===== src/rtl/amcd_pkg.sv =====
`timescale 1ns / 1ps

package amcd_pkg;

  // Byte codes used by the line parser.
  localparam logic [7:0] ASCII_LF    = 8'd10;
  localparam logic [7:0] ASCII_SPACE = 8'd32;
  localparam logic [7:0] ASCII_PLUS  = 8'h2B;
  localparam logic [7:0] ASCII_MINUS = 8'h2D;
  localparam logic [7:0] ASCII_COMMA = 8'h2C;
  localparam logic [7:0] ASCII_ZERO  = 8'h30;
  localparam logic [7:0] ASCII_NINE  = 8'h39;

  // Keyword table: DRIVE, BOOM, DIPPER, BUCKET, BASE and the all-stop keyword.
  localparam int KW_NUM    = 6;
  localparam int KW_DRIVE  = 0;
  localparam int KW_BOOM   = 1;
  localparam int KW_DIPPER = 2;
  localparam int KW_BUCKET = 3;
  localparam int KW_BASE   = 4;
  localparam int KW_STOP   = 5;

  localparam logic [7:0] KW_TEXT [KW_NUM][8] = '{
    '{"D", "R", "I", "V", "E", ",", 8'h00, 8'h00},
    '{"B", "O", "O", "M", ",", 8'h00, 8'h00, 8'h00},
    '{"D", "I", "P", "P", "E", "R", ",", 8'h00},
    '{"B", "U", "C", "K", "E", "T", ",", 8'h00},
    '{"B", "A", "S", "E", ",", 8'h00, 8'h00, 8'h00},
    '{"S", "T", "O", "P", "_", "A", "L", "L"}
  };
  localparam logic [3:0] KW_LEN [KW_NUM] = '{4'd6, 4'd5, 4'd7, 4'd7, 4'd5, 4'd8};

  // Result targets.
  localparam logic [2:0] TGT_BOOM   = 3'd4;
  localparam logic [2:0] TGT_DIPPER = 3'd5;
  localparam logic [2:0] TGT_BUCKET = 3'd6;
  localparam logic [2:0] TGT_SERVO  = 3'd7;

  // Register reset values.
  localparam logic [6:0] INVERT_MASK_RST = 7'd12;
  localparam logic [7:0] SERVO_MIN_RST   = 8'd20;
  localparam logic [7:0] SERVO_MAX_RST   = 8'd160;
  localparam logic [7:0] SERVO_STEP_RST  = 8'd3;
  localparam logic [7:0] SERVO_POS_RST   = 8'd90;

  // Command queue between the parser and the result sequencer.
  localparam int AMCD_QDEPTH = 4;
  localparam int AMCD_QPTR_W = $clog2(AMCD_QDEPTH);

  typedef enum logic [1:0] {
    CMD_DRIVE = 2'd0,
    CMD_ACT   = 2'd1,
    CMD_BASE  = 2'd2,
    CMD_STOP  = 2'd3
  } amcd_cmd_kind_e;

  // One decoded command line.
  typedef struct packed {
    amcd_cmd_kind_e kind;
    logic [2:0]     target;
    logic [7:0]     mag_a;
    logic           neg_a;
    logic [7:0]     mag_b;
    logic           neg_b;
  } amcd_cmd_t;

  typedef struct packed {
    logic [6:0] invert_mask;
    logic [7:0] servo_min;
    logic [7:0] servo_max;
    logic [7:0] servo_step;
  } amcd_cfg_t;

  function automatic logic is_ws(input logic [7:0] ch);
    return (ch == ASCII_SPACE) || ((ch >= 8'd9) && (ch <= 8'd13));
  endfunction

  function automatic logic is_digit(input logic [7:0] ch);
    return (ch >= ASCII_ZERO) && (ch <= ASCII_NINE);
  endfunction

  // Append one decimal digit, saturating the magnitude at 511.
  function automatic logic [8:0] mag_next(input logic [8:0] m, input logic [7:0] ch);
    logic [12:0] v;
    v = 13'({m, 3'b000}) + 13'({m, 1'b0}) + 13'(ch[3:0]);
    return (v > 13'd511) ? 9'd511 : v[8:0];
  endfunction

  // Speed magnitudes are clamped to 255.
  function automatic logic [7:0] mag_clamp(input logic [8:0] m);
    return m[8] ? 8'hFF : m[7:0];
  endfunction

endpackage


===== src/rtl/amcd_front.sv =====
`timescale 1ns / 1ps

module amcd_front (
  input  logic                clk_i,
  input  logic                rst_ni,
  input  logic                fire_i,
  input  logic [7:0]          rx_byte_i,
  output logic                push_o,
  output amcd_pkg::amcd_cmd_t cmd_o
);
  import amcd_pkg::*;

  typedef enum logic [5:0] {
    PH_LEAD = 6'b000001,
    PH_KEY  = 6'b000010,
    PH_NUM  = 6'b000100,
    PH_SKIP = 6'b001000,
    PH_TAIL = 6'b010000,
    PH_DEAD = 6'b100000
  } amcd_phase_e;

  amcd_phase_e phase_q, phase_d;
  logic [3:0]  kw_pos_q, kw_pos_d;
  logic [5:0]  alive_q, alive_d;
  logic [8:0]  mag1_q, mag1_d, mag2_q, mag2_d;
  logic        neg1_q, neg1_d, neg2_q, neg2_d;
  logic        second_q, second_d, sign_q, sign_d, digit_q, digit_d;

  logic [3:0]  kw_pos_inc;
  logic [5:0]  alive_new, key_done_oh, key_alive;
  logic        key_done;
  amcd_phase_e key_phase;
  logic        ch_ws, ch_digit, started;

  assign kw_pos_inc = kw_pos_q + 4'd1;
  assign ch_ws      = is_ws(rx_byte_i);
  assign ch_digit   = is_digit(rx_byte_i);
  assign started    = sign_q | digit_q;

  // Keyword match for the current byte: narrow the candidates, then look
  // for one that has just been completed.
  always_comb begin
    alive_new   = '0;
    key_done    = 1'b0;
    key_done_oh = '0;
    for (int k = 0; k < KW_NUM; k++) begin
      alive_new[k] = alive_q[k] && (kw_pos_q < KW_LEN[k]) &&
                     (KW_TEXT[k][kw_pos_q[2:0]] == rx_byte_i);
    end
    for (int k = 0; k < KW_NUM; k++) begin
      if (!key_done && alive_new[k] && (KW_LEN[k] == kw_pos_inc)) begin
        key_done       = 1'b1;
        key_done_oh[k] = 1'b1;
      end
    end
    if (alive_new == '0) begin
      key_phase = PH_DEAD;
      key_alive = '0;
    end else if (key_done) begin
      key_alive = key_done_oh;
      key_phase = key_done_oh[KW_STOP] ? PH_TAIL : PH_NUM;
    end else begin
      key_alive = alive_new;
      key_phase = PH_KEY;
    end
  end

  // Command record built when a newline closes the line.
  always_comb begin
    cmd_o.kind   = CMD_ACT;
    cmd_o.target = TGT_BOOM;
    cmd_o.mag_a  = mag_clamp(mag1_q);
    cmd_o.neg_a  = neg1_q;
    cmd_o.mag_b  = mag_clamp(mag2_q);
    cmd_o.neg_b  = neg2_q;
    push_o       = 1'b0;
    if (fire_i && (rx_byte_i == ASCII_LF)) begin
      if (phase_q == PH_TAIL) begin
        cmd_o.kind = CMD_STOP;
        push_o     = 1'b1;
      end else if ((phase_q == PH_NUM) || (phase_q == PH_SKIP)) begin
        push_o = 1'b1;
        if (alive_q[KW_DRIVE]) begin
          cmd_o.kind = CMD_DRIVE;
          push_o     = second_q;
        end else if (alive_q[KW_BASE]) begin
          cmd_o.kind = CMD_BASE;
        end else if (alive_q[KW_DIPPER]) begin
          cmd_o.target = TGT_DIPPER;
        end else if (alive_q[KW_BUCKET]) begin
          cmd_o.target = TGT_BUCKET;
        end
      end
    end
  end

  // Per-byte parse state update.
  always_comb begin
    phase_d  = phase_q;
    kw_pos_d = kw_pos_q;
    alive_d  = alive_q;
    mag1_d   = mag1_q;
    mag2_d   = mag2_q;
    neg1_d   = neg1_q;
    neg2_d   = neg2_q;
    second_d = second_q;
    sign_d   = sign_q;
    digit_d  = digit_q;
    if (fire_i) begin
      if (rx_byte_i == ASCII_LF) begin
        phase_d  = PH_LEAD;
        kw_pos_d = '0;
        alive_d  = '1;
        mag1_d   = '0;
        mag2_d   = '0;
        neg1_d   = 1'b0;
        neg2_d   = 1'b0;
        second_d = 1'b0;
        sign_d   = 1'b0;
        digit_d  = 1'b0;
      end else begin
        unique case (phase_q)
          PH_LEAD: begin
            if (!ch_ws) begin
              phase_d  = key_phase;
              alive_d  = key_alive;
              kw_pos_d = kw_pos_inc;
            end
          end
          PH_KEY: begin
            phase_d  = key_phase;
            alive_d  = key_alive;
            kw_pos_d = kw_pos_inc;
          end
          PH_NUM: begin
            if (!started && ch_ws) begin
              phase_d = PH_NUM;
            end else if (!started &&
                         ((rx_byte_i == ASCII_PLUS) || (rx_byte_i == ASCII_MINUS))) begin
              sign_d = 1'b1;
              if (rx_byte_i == ASCII_MINUS) begin
                if (second_q) begin
                  neg2_d = 1'b1;
                end else begin
                  neg1_d = 1'b1;
                end
              end
            end else if (ch_digit) begin
              digit_d = 1'b1;
              if (second_q) begin
                mag2_d = mag_next(mag2_q, rx_byte_i);
              end else begin
                mag1_d = mag_next(mag1_q, rx_byte_i);
              end
            end else if (alive_q[KW_DRIVE] && !second_q && (rx_byte_i == ASCII_COMMA)) begin
              second_d = 1'b1;
              sign_d   = 1'b0;
              digit_d  = 1'b0;
            end else begin
              phase_d = PH_SKIP;
            end
          end
          PH_SKIP: begin
            if (alive_q[KW_DRIVE] && !second_q && (rx_byte_i == ASCII_COMMA)) begin
              second_d = 1'b1;
              sign_d   = 1'b0;
              digit_d  = 1'b0;
              phase_d  = PH_NUM;
            end
          end
          PH_TAIL: begin
            if (!ch_ws) begin
              phase_d = PH_DEAD;
            end
          end
          default: begin
            phase_d = phase_q;
          end
        endcase
      end
    end
  end

  always_ff @(posedge clk_i or negedge rst_ni) begin
    if (!rst_ni) begin
      phase_q  <= PH_LEAD;
      kw_pos_q <= '0;
      alive_q  <= '1;
      mag1_q   <= '0;
      mag2_q   <= '0;
      neg1_q   <= 1'b0;
      neg2_q   <= 1'b0;
      second_q <= 1'b0;
      sign_q   <= 1'b0;
      digit_q  <= 1'b0;
    end else begin
      phase_q  <= phase_d;
      kw_pos_q <= kw_pos_d;
      alive_q  <= alive_d;
      mag1_q   <= mag1_d;
      mag2_q   <= mag2_d;
      neg1_q   <= neg1_d;
      neg2_q   <= neg2_d;
      second_q <= second_d;
      sign_q   <= sign_d;
      digit_q  <= digit_d;
    end
  end

endmodule


===== src/rtl/amcd_queue.sv =====
`timescale 1ns / 1ps

module amcd_queue (
  input  logic                clk_i,
  input  logic                rst_ni,
  input  logic                push_i,
  input  amcd_pkg::amcd_cmd_t cmd_i,
  input  logic                pop_i,
  output logic                full_o,
  output logic                valid_o,
  output amcd_pkg::amcd_cmd_t head_o
);
  import amcd_pkg::*;

  amcd_cmd_t              entry_q [AMCD_QDEPTH];
  logic [AMCD_QPTR_W-1:0] wr_ptr_q, wr_ptr_d, rd_ptr_q, rd_ptr_d;
  logic [AMCD_QPTR_W:0]   count_q, count_d;
  logic                   do_push, do_pop;

  assign full_o  = (count_q == (AMCD_QPTR_W + 1)'(AMCD_QDEPTH));
  assign valid_o = (count_q != '0);
  assign head_o  = entry_q[rd_ptr_q];
  assign do_push = push_i && !full_o;
  assign do_pop  = pop_i && valid_o;

  // Pointer and fill count update.
  always_comb begin
    wr_ptr_d = do_push ? wr_ptr_q + 1'b1 : wr_ptr_q;
    rd_ptr_d = do_pop ? rd_ptr_q + 1'b1 : rd_ptr_q;
    count_d  = count_q;
    if (do_push && !do_pop) begin
      count_d = count_q + 1'b1;
    end else if (do_pop && !do_push) begin
      count_d = count_q - 1'b1;
    end
  end

  always_ff @(posedge clk_i or negedge rst_ni) begin
    if (!rst_ni) begin
      wr_ptr_q <= '0;
      rd_ptr_q <= '0;
      count_q  <= '0;
    end else begin
      wr_ptr_q <= wr_ptr_d;
      rd_ptr_q <= rd_ptr_d;
      count_q  <= count_d;
    end
  end

  // Entry storage needs no reset.
  always_ff @(posedge clk_i) begin
    if (do_push) begin
      entry_q[wr_ptr_q] <= cmd_i;
    end
  end

endmodule


===== src/rtl/amcd_back.sv =====
`timescale 1ns / 1ps

module amcd_back (
  input  logic                clk_i,
  input  logic                rst_ni,
  input  amcd_pkg::amcd_cfg_t cfg_i,
  input  logic                head_valid_i,
  input  amcd_pkg::amcd_cmd_t head_i,
  output logic                pop_o,
  output logic                out_valid_o,
  input  logic                out_stall_i,
  output logic [2:0]          target_o,
  output logic                drive_fwd_o,
  output logic                drive_rev_o,
  output logic [7:0]          duty_o,
  output logic [7:0]          servo_angle_o,
  output logic                last_o
);
  import amcd_pkg::*;

  logic       out_valid_q, out_valid_d;
  logic [2:0] target_q, r_target;
  logic       fwd_q, rev_q, r_fwd, r_rev;
  logic [7:0] duty_q, angle_q, r_duty, r_angle;
  logic       last_q, r_last;
  logic [2:0] idx_q, idx_d;
  logic [7:0] servo_q, servo_d, servo_next;
  logic       load;
  logic [7:0] r_mag;
  logic       r_neg, r_bridge, eff_neg;
  logic [7:0] inv_ext;
  logic signed [9:0] pos, step, lo, hi;

  assign load    = head_valid_i && (!out_valid_q || !out_stall_i);
  assign pop_o   = load && r_last;
  assign inv_ext = {1'b0, cfg_i.invert_mask};

  // New servo angle: step by one increment on a unit value, then clamp.
  always_comb begin
    pos  = $signed({2'b00, servo_q});
    step = $signed({2'b00, cfg_i.servo_step});
    lo   = $signed({2'b00, cfg_i.servo_min});
    hi   = $signed({2'b00, cfg_i.servo_max});
    if (head_i.mag_a == 8'd1) begin
      pos = head_i.neg_a ? pos - step : pos + step;
    end
    if (pos < lo) begin
      servo_next = cfg_i.servo_min;
    end else if (pos > hi) begin
      servo_next = cfg_i.servo_max;
    end else begin
      servo_next = pos[7:0];
    end
  end

  // Result for the current step of the command at the queue head.
  always_comb begin
    r_target = idx_q;
    r_mag    = '0;
    r_neg    = 1'b0;
    r_bridge = 1'b1;
    r_last   = 1'b0;
    r_angle  = '0;
    unique case (head_i.kind)
      CMD_DRIVE: begin
        r_mag  = idx_q[1] ? head_i.mag_b : head_i.mag_a;
        r_neg  = idx_q[1] ? head_i.neg_b : head_i.neg_a;
        r_last = (idx_q == 3'd3);
      end
      CMD_ACT: begin
        r_target = head_i.target;
        r_mag    = head_i.mag_a;
        r_neg    = head_i.neg_a;
        r_last   = 1'b1;
      end
      CMD_BASE: begin
        r_target = TGT_SERVO;
        r_bridge = 1'b0;
        r_last   = 1'b1;
        r_angle  = servo_next;
      end
      CMD_STOP: begin
        r_last = (idx_q == 3'd6);
      end
      default: begin
        r_last = 1'b1;
      end
    endcase
    eff_neg = r_neg ^ inv_ext[r_target];
    r_fwd   = r_bridge && (r_mag != '0) && !eff_neg;
    r_rev   = r_bridge && (r_mag != '0) && eff_neg;
    r_duty  = r_bridge ? r_mag : '0;
  end

  // Step counter and servo position.
  always_comb begin
    idx_d   = idx_q;
    servo_d = servo_q;
    if (load) begin
      idx_d = r_last ? '0 : idx_q + 3'd1;
      if (head_i.kind == CMD_BASE) begin
        servo_d = servo_next;
      end
    end
    if (load) begin
      out_valid_d = 1'b1;
    end else if (out_stall_i) begin
      out_valid_d = out_valid_q;
    end else begin
      out_valid_d = 1'b0;
    end
  end

  always_ff @(posedge clk_i or negedge rst_ni) begin
    if (!rst_ni) begin
      out_valid_q <= 1'b0;
      idx_q       <= '0;
      servo_q     <= SERVO_POS_RST;
    end else begin
      out_valid_q <= out_valid_d;
      idx_q       <= idx_d;
      servo_q     <= servo_d;
    end
  end

  // Output payload register.
  always_ff @(posedge clk_i) begin
    if (load) begin
      target_q <= r_target;
      fwd_q    <= r_fwd;
      rev_q    <= r_rev;
      duty_q   <= r_duty;
      angle_q  <= r_angle;
      last_q   <= r_last;
    end
  end

  assign out_valid_o   = out_valid_q;
  assign target_o      = target_q;
  assign drive_fwd_o   = fwd_q;
  assign drive_rev_o   = rev_q;
  assign duty_o        = duty_q;
  assign servo_angle_o = angle_q;
  assign last_o        = last_q;

endmodule


===== src/rtl/ascii_motor_command_decoder_core.sv =====
`timescale 1ns / 1ps

// Serial command-line decoder for seven motor bridges and one base servo.
// Input channel: one received byte per transaction (rx_byte_i, in_valid_i,
// in_stall_o). A newline closes a line; recognized lines yield results.
// Output channel: one bridge or servo setting per transaction (target_o,
// drive_fwd_o, drive_rev_o, duty_o, servo_angle_o, last_o), with last_o set
// on the final result of a line. DRIVE gives four results, the all-stop line
// seven, BOOM, DIPPER, BUCKET and BASE one each.
// Throughput: one byte per cycle on the input while the queue has room, one
// result per cycle on the output while out_stall_i is low. The parser takes
// each byte as it comes; a four-entry line queue feeds the result sequencer.
// A decoded line passes the queue and then the output register before its
// first result. in_stall_o rises only while the line queue is full.
// When the receiver holds out_stall_i, the current result stays on the port
// and the sequencer waits; the parser keeps taking bytes until the queue
// fills. Reset empties the queue, clears the parser to line start, sets the
// servo position to 90 and loads the register defaults. Registers are set
// over the APB port at byte addresses 0, 4, 8 and 12.
module ascii_motor_command_decoder_core (
  input  logic        clk_i,
  input  logic        rst_ni,
  // Byte input
  input  logic        in_valid_i,
  output logic        in_stall_o,
  input  logic [7:0]  rx_byte_i,
  // Result output
  output logic        out_valid_o,
  input  logic        out_stall_i,
  output logic [2:0]  target_o,
  output logic        drive_fwd_o,
  output logic        drive_rev_o,
  output logic [7:0]  duty_o,
  output logic [7:0]  servo_angle_o,
  output logic        last_o,
  // Register port
  input  logic        psel,
  input  logic        penable,
  input  logic        pwrite,
  input  logic [3:0]  paddr,
  input  logic [31:0] pwdata,
  output logic [31:0] prdata,
  output logic        pready
);
  import amcd_pkg::*;

  typedef enum logic [1:0] {
    REG_INVERT_MASK = 2'd0,
    REG_SERVO_MIN   = 2'd1,
    REG_SERVO_MAX   = 2'd2,
    REG_SERVO_STEP  = 2'd3
  } amcd_reg_e;

  amcd_cfg_t cfg_q, cfg_d;
  amcd_reg_e reg_sel;
  logic      cfg_wr;

  amcd_cmd_t front_cmd, head_cmd;
  logic      front_push, q_full, q_valid, q_pop, in_fire;

  assign pready  = 1'b1;
  assign reg_sel = amcd_reg_e'(paddr[3:2]);
  assign cfg_wr  = psel && penable && pwrite && pready;

  // Register writes.
  always_comb begin
    cfg_d = cfg_q;
    if (cfg_wr) begin
      unique case (reg_sel)
        REG_INVERT_MASK: cfg_d.invert_mask = pwdata[6:0];
        REG_SERVO_MIN:   cfg_d.servo_min   = pwdata[7:0];
        REG_SERVO_MAX:   cfg_d.servo_max   = pwdata[7:0];
        REG_SERVO_STEP:  cfg_d.servo_step  = pwdata[7:0];
        default:         cfg_d = cfg_q;
      endcase
    end
  end

  // Register reads.
  always_comb begin
    unique case (reg_sel)
      REG_INVERT_MASK: prdata = 32'(cfg_q.invert_mask);
      REG_SERVO_MIN:   prdata = 32'(cfg_q.servo_min);
      REG_SERVO_MAX:   prdata = 32'(cfg_q.servo_max);
      REG_SERVO_STEP:  prdata = 32'(cfg_q.servo_step);
      default:         prdata = '0;
    endcase
  end

  always_ff @(posedge clk_i or negedge rst_ni) begin
    if (!rst_ni) begin
      cfg_q.invert_mask <= INVERT_MASK_RST;
      cfg_q.servo_min   <= SERVO_MIN_RST;
      cfg_q.servo_max   <= SERVO_MAX_RST;
      cfg_q.servo_step  <= SERVO_STEP_RST;
    end else begin
      cfg_q <= cfg_d;
    end
  end

  // Bytes are taken whenever the line queue has room.
  assign in_stall_o = q_full;
  assign in_fire    = in_valid_i && !q_full;

  amcd_front u_front (
    .clk_i     (clk_i),
    .rst_ni    (rst_ni),
    .fire_i    (in_fire),
    .rx_byte_i (rx_byte_i),
    .push_o    (front_push),
    .cmd_o     (front_cmd)
  );

  amcd_queue u_queue (
    .clk_i   (clk_i),
    .rst_ni  (rst_ni),
    .push_i  (front_push),
    .cmd_i   (front_cmd),
    .pop_i   (q_pop),
    .full_o  (q_full),
    .valid_o (q_valid),
    .head_o  (head_cmd)
  );

  amcd_back u_back (
    .clk_i         (clk_i),
    .rst_ni        (rst_ni),
    .cfg_i         (cfg_q),
    .head_valid_i  (q_valid),
    .head_i        (head_cmd),
    .pop_o         (q_pop),
    .out_valid_o   (out_valid_o),
    .out_stall_i   (out_stall_i),
    .target_o      (target_o),
    .drive_fwd_o   (drive_fwd_o),
    .drive_rev_o   (drive_rev_o),
    .duty_o        (duty_o),
    .servo_angle_o (servo_angle_o),
    .last_o        (last_o)
  );

endmodule


===== config.mk =====
export PLATFORM = sky130hd
export DESIGN_NAME = ascii_motor_command_decoder_core
export DESIGN_NICKNAME = d
export VERILOG_FILES = /design/src/rtl/amcd_pkg.sv /design/src/rtl/amcd_front.sv /design/src/rtl/amcd_queue.sv /design/src/rtl/amcd_back.sv /design/src/rtl/ascii_motor_command_decoder_core.sv
export SDC_FILE = /design/constraint.sdc
export NUM_CORES = 1
export LEC_CHECK = 0
export ABC_AREA = 1
export BUFFER_PORTS_ARGS = -buffer_cell sky130_fd_sc_hd__buf_4
export CAP_MARGIN = 20
export CORE_MARGIN = 2
export CORE_UTILIZATION = 55
export DETAILED_ROUTE_END_ITERATION = 7
export GPL_TIMING_DRIVEN = 1
export PLACE_DENSITY = 0.74
export SYNTH_ARGS = -nofsm -noshare
export SYNTH_HDL_FRONTEND = slang
export SYNTH_SLANG_ARGS = --single-unit

===== constraint.sdc =====
create_clock -name clk_i -period 6.01 [get_ports clk_i]
set_clock_uncertainty 0.1 [all_clocks]
set_input_delay 1.202 -clock clk_i [delete_from_list [all_inputs] [get_ports clk_i]]
set_output_delay 1.202 -clock clk_i [all_outputs]
set_load 0.005 [all_outputs]

==> results.sh <==
export IMPL_p_total_mw=5.875
export IMPL_numCtsBuffers=17
export IMPL_ir_drop_mv=0.2516
export IMPL_rrSetupSlack_ns=1.79
export IMPL_start_util_pct=56.33
export IMPL_wirelength_mm=30.87
export IMPL_antenna_found_initial=0
export IMPL_fin_crit_sh_pct=70.25
export IMPL_ys_flop_type="edfxtp_1"
export IMPL_grt_pass1_wl_mm=49.84
export IMPL_viasPerCell=5.548
export IMPL_worstPathArrival_ns=4.38
export IMPL_nFillCells=2032
export IMPL_cts_resized=0
export IMPL_antenna_cells=0
export IMPL_die_y_um=156.5
export IMPL_vias=10550
export IMPL_netlist_area_um2=12790
export IMPL_holdPathStages=2
export IMPL_required_ns=6.16
export IMPL_post_drt_wl_per_cell_um=16.23
export IMPL_clk_latency_ns=0.44
export IMPL_final_max_slew_viol_count=0
export IMPL_syn_area_per_cell_um2=8.220
export IMPL_core_um2=22710
export IMPL_port_buffers=56
export IMPL_power_density_nw_per_um2=421.7
export IMPL_min_to="u_back.out_valid_o"
export IMPL_ff2ff_path_depth=24
export IMPL_fmax_mhz=236.9
export IMPL_grt_start_max_net_pins=64
export IMPL_grt_pass1_vias=9963
export IMPL_drcViolationCount=0
export IMPL_synth_yosys_seq_area_share_pct=43.42
export IMPL_p_leak_nw=6.737
export IMPL_ant_nets=0
export IMPL_drv_cap=0
export IMPL_cts_tree="built"
export IMPL_design_area_um2=13930
export IMPL_crit_type="flop to flop"
export IMPL_worst_slack_ns=1.788
export IMPL_hp_class="flop to flop"
export IMPL_drtIter0Drc=807
export IMPL_place_ws_ns=1.459
export IMPL_synth_cell_type_count=61
export IMPL_cp_end_kind="flop"
export IMPL_place_area_um2=13340
export IMPL_cp_start_kind="flop"
export IMPL_h_tree_depth=4
export IMPL_setup_viol=0
export IMPL_layout_commonest_cell="nand2_1"
export IMPL_tns_ns=0
export IMPL_overflow=0
export IMPL_cts_root_buf="clkbuf_16"
export IMPL_status="finished clean"
export IMPL_synthCells=1556
export IMPL_ioPinCount=108
export IMPL_grt_usage_pct=25.89
export IMPL_reg2reg_from="u_queue.rd_ptr_q[1]"
export IMPL_cts_sinks=199
export IMPL_drive_above_1_share_pct=12.37
export IMPL_synth_seq_cells=199
export IMPL_area_growth_pct=8.912
export IMPL_final_nets=1746
export IMPL_r2r_end="u_back.servo_angle_o[7]"
export IMPL_die_area_um2=24490
export IMPL_postSynth_asyncResetShare_pct=44.72
export IMPL_fp_row_count=55
export IMPL_post_cts_buffers=0
export IMPL_ctsHoldBuffers=0
export IMPL_synth_warnings=0
export IMPL_synth_edf_count=110
export IMPL_max_slew_margin_rel_pct=27.11
export IMPL_clk_pin_slew_worst_paths_ns=0.08
export IMPL_clockBufferDepth=2
export IMPL_utilization_pct=61.34
export IMPL_hold_viol=0
export IMPL_hold_start="u_back.out_valid_o"
export IMPL_grt_setup_unrepaired="false"
export IMPL_place_congestion=0.9822
export IMPL_post_route_min_period_ns=4.222
export IMPL_die_w_um=156.5
export IMPL_worst_pin_slew_ns=1.082
export IMPL_hpwl_mm=23.15
export IMPL_firstDrtPassIters=6
export IMPL_final_cell_mix="398 x nand2_1, 175 x inv_1, 121 x o21ai_0, 116 x nor2_1, 110 x edfxtp_1"
export IMPL_cp_max_fo=25
==> power by group <==
part           total [mW]  internal [mW]  switching (mW)
logic                2.84          0.944            1.89
clock network        1.13          0.588           0.546
registers            1.90           1.73           0.174
total                5.88           3.26            2.61
==> cells in the mapped netlist, drive strengths merged (2+ instances only) <==
cell type	n	area share, %
ha	84	8.2
inv	188	5.5
dfrtp	70	14
conb	2	0.059
xor2	23	1.6
dfstp	19	3.9
nor3	19	0.82
nand3	97	4.0
o21a	2	0.12
o21ai	129	5.1
o211ai	3	0.22
buf	46	2.6
nand3b	10	0.59
nor2	129	4.0
o21bai	2	0.12
clkbuf	11	0.32
nand4	30	1.6
xnor2	10	0.68
a31oi	2	0.098
nor4	8	0.39
or2	21	1.0
and2	3	0.15
a32oi	2	0.14
fa	7	1.1
edfxtp	110	26
a211oi	2	0.12
o2111ai	11	0.75
nand2	431	13
o22ai	12	0.59
and3	3	0.15
a21oi	56	2.2
clkinv	3	0.098
==> worst max-delay path, cell delays in order, from the launching register on <==
cell and delay [ns]:
dfrtp_1 0.36, buf_4 0.21, inv_2 0.39, nand3_1 0.13, nand2_1 0.14, nand2_1 0.10, nor2_4 0.15, nand2_2 0.12
inv_2 0.18, nor2_1 0.06, a21oi_1 0.33, ha_1 0.33, inv_1 0.06, nor2_1 0.03, o21ai_0 0.16, inv_1 0.05
o21ai_0 0.16, nand2_1 0.06, nand2_1 0.07, nand2_2 0.14, nand2_4 0.14, nand3_2 0.06, nand2_1 0.06, nand3_1 0.14
a21oi_1 0.24
==> worst max-delay path by stage <==
stage                   startpoint                       to  slack, ns  cells past startpoint
2_1_floorplan         rx_byte_i[4]    u_queue.entry_q[0][0]       2.08                      9
3_3_place_gp          rx_byte_i[6]   u_queue.entry_q[0][22]       1.54                     11
3_5_place_dp          rx_byte_i[6]   u_queue.entry_q[0][10]       1.46                     11
4_1_cts        u_queue.rd_ptr_q[1]  u_back.servo_angle_o[7]       1.88                     24
5_1_grt        u_queue.rd_ptr_q[0]  u_back.servo_angle_o[7]       1.42                     22
6_report       u_queue.rd_ptr_q[1]  u_back.servo_angle_o[7]       1.79                     24
==> stage by stage <==
stage | instances | hold WS (ns)
2_1_floorplan | 1579 | 0.3668
3_3_place_gp | 1870 | 0.3765
3_5_place_dp | 1870 | 0.3796
4_1_cts | 1902 | 0.3963
5_1_grt | 1902 | 0.4119
6_report | 1902 | 0.3930
==> routing by layer <==
layer	part of all wire, %	up-vias	track usage [%]
li1	-	5221	-
met1	45	5007	35.34
met2	48	280	42.77
met3	4.3	45	3.462
met4	2.3	0	8.781
met5	0	-	0
==> state kept, by name, indices dropped and copies added, names as in the netlist, 2 cells and up <==
signal	cells
cfg_q	31
u_front.alive_q	6
u_queue.count_q	3
u_front.mag2_q	9
u_back.servo_q	8
u_back.duty_o	8
u_queue.rd_ptr_q	2
u_front.phase_q	6
u_queue.wr_ptr_q	2
u_back.target_o	3
u_queue.entry_q	88
u_back.idx_q	3
u_front.kw_pos_q	4
u_back.servo_angle_o	8
u_front.mag1_q	9
==> kinds of logic after synthesis <==
group	count (synthesis)	share of synthesized area, %
XOR/XNOR	33	2.260
adder cells (fa/ha/maj)	91	9.312
buffers and inverters	248	8.579
other	2	0.05871
AND/OR/NAND/NOR	753	26.31
flip-flops	199	43.42
multiplexers	2	0.1663
AO/OA/AOI/OAI	228	9.889
==> cell type report <==
type	instances	area, um2	area share, %
Inverter	191	718.2	5.155
Clock inverter	15	167.7	1.204
Multi-Input combinational cell	1132	6236	44.76
Clock buffer	17	425.4	3.054
Sequential cell	199	5554	39.87
Tap cell	285	356.6	2.560
Timing Repair Buffer	63	473.0	3.395
Power figures use the tool's default switching activity.
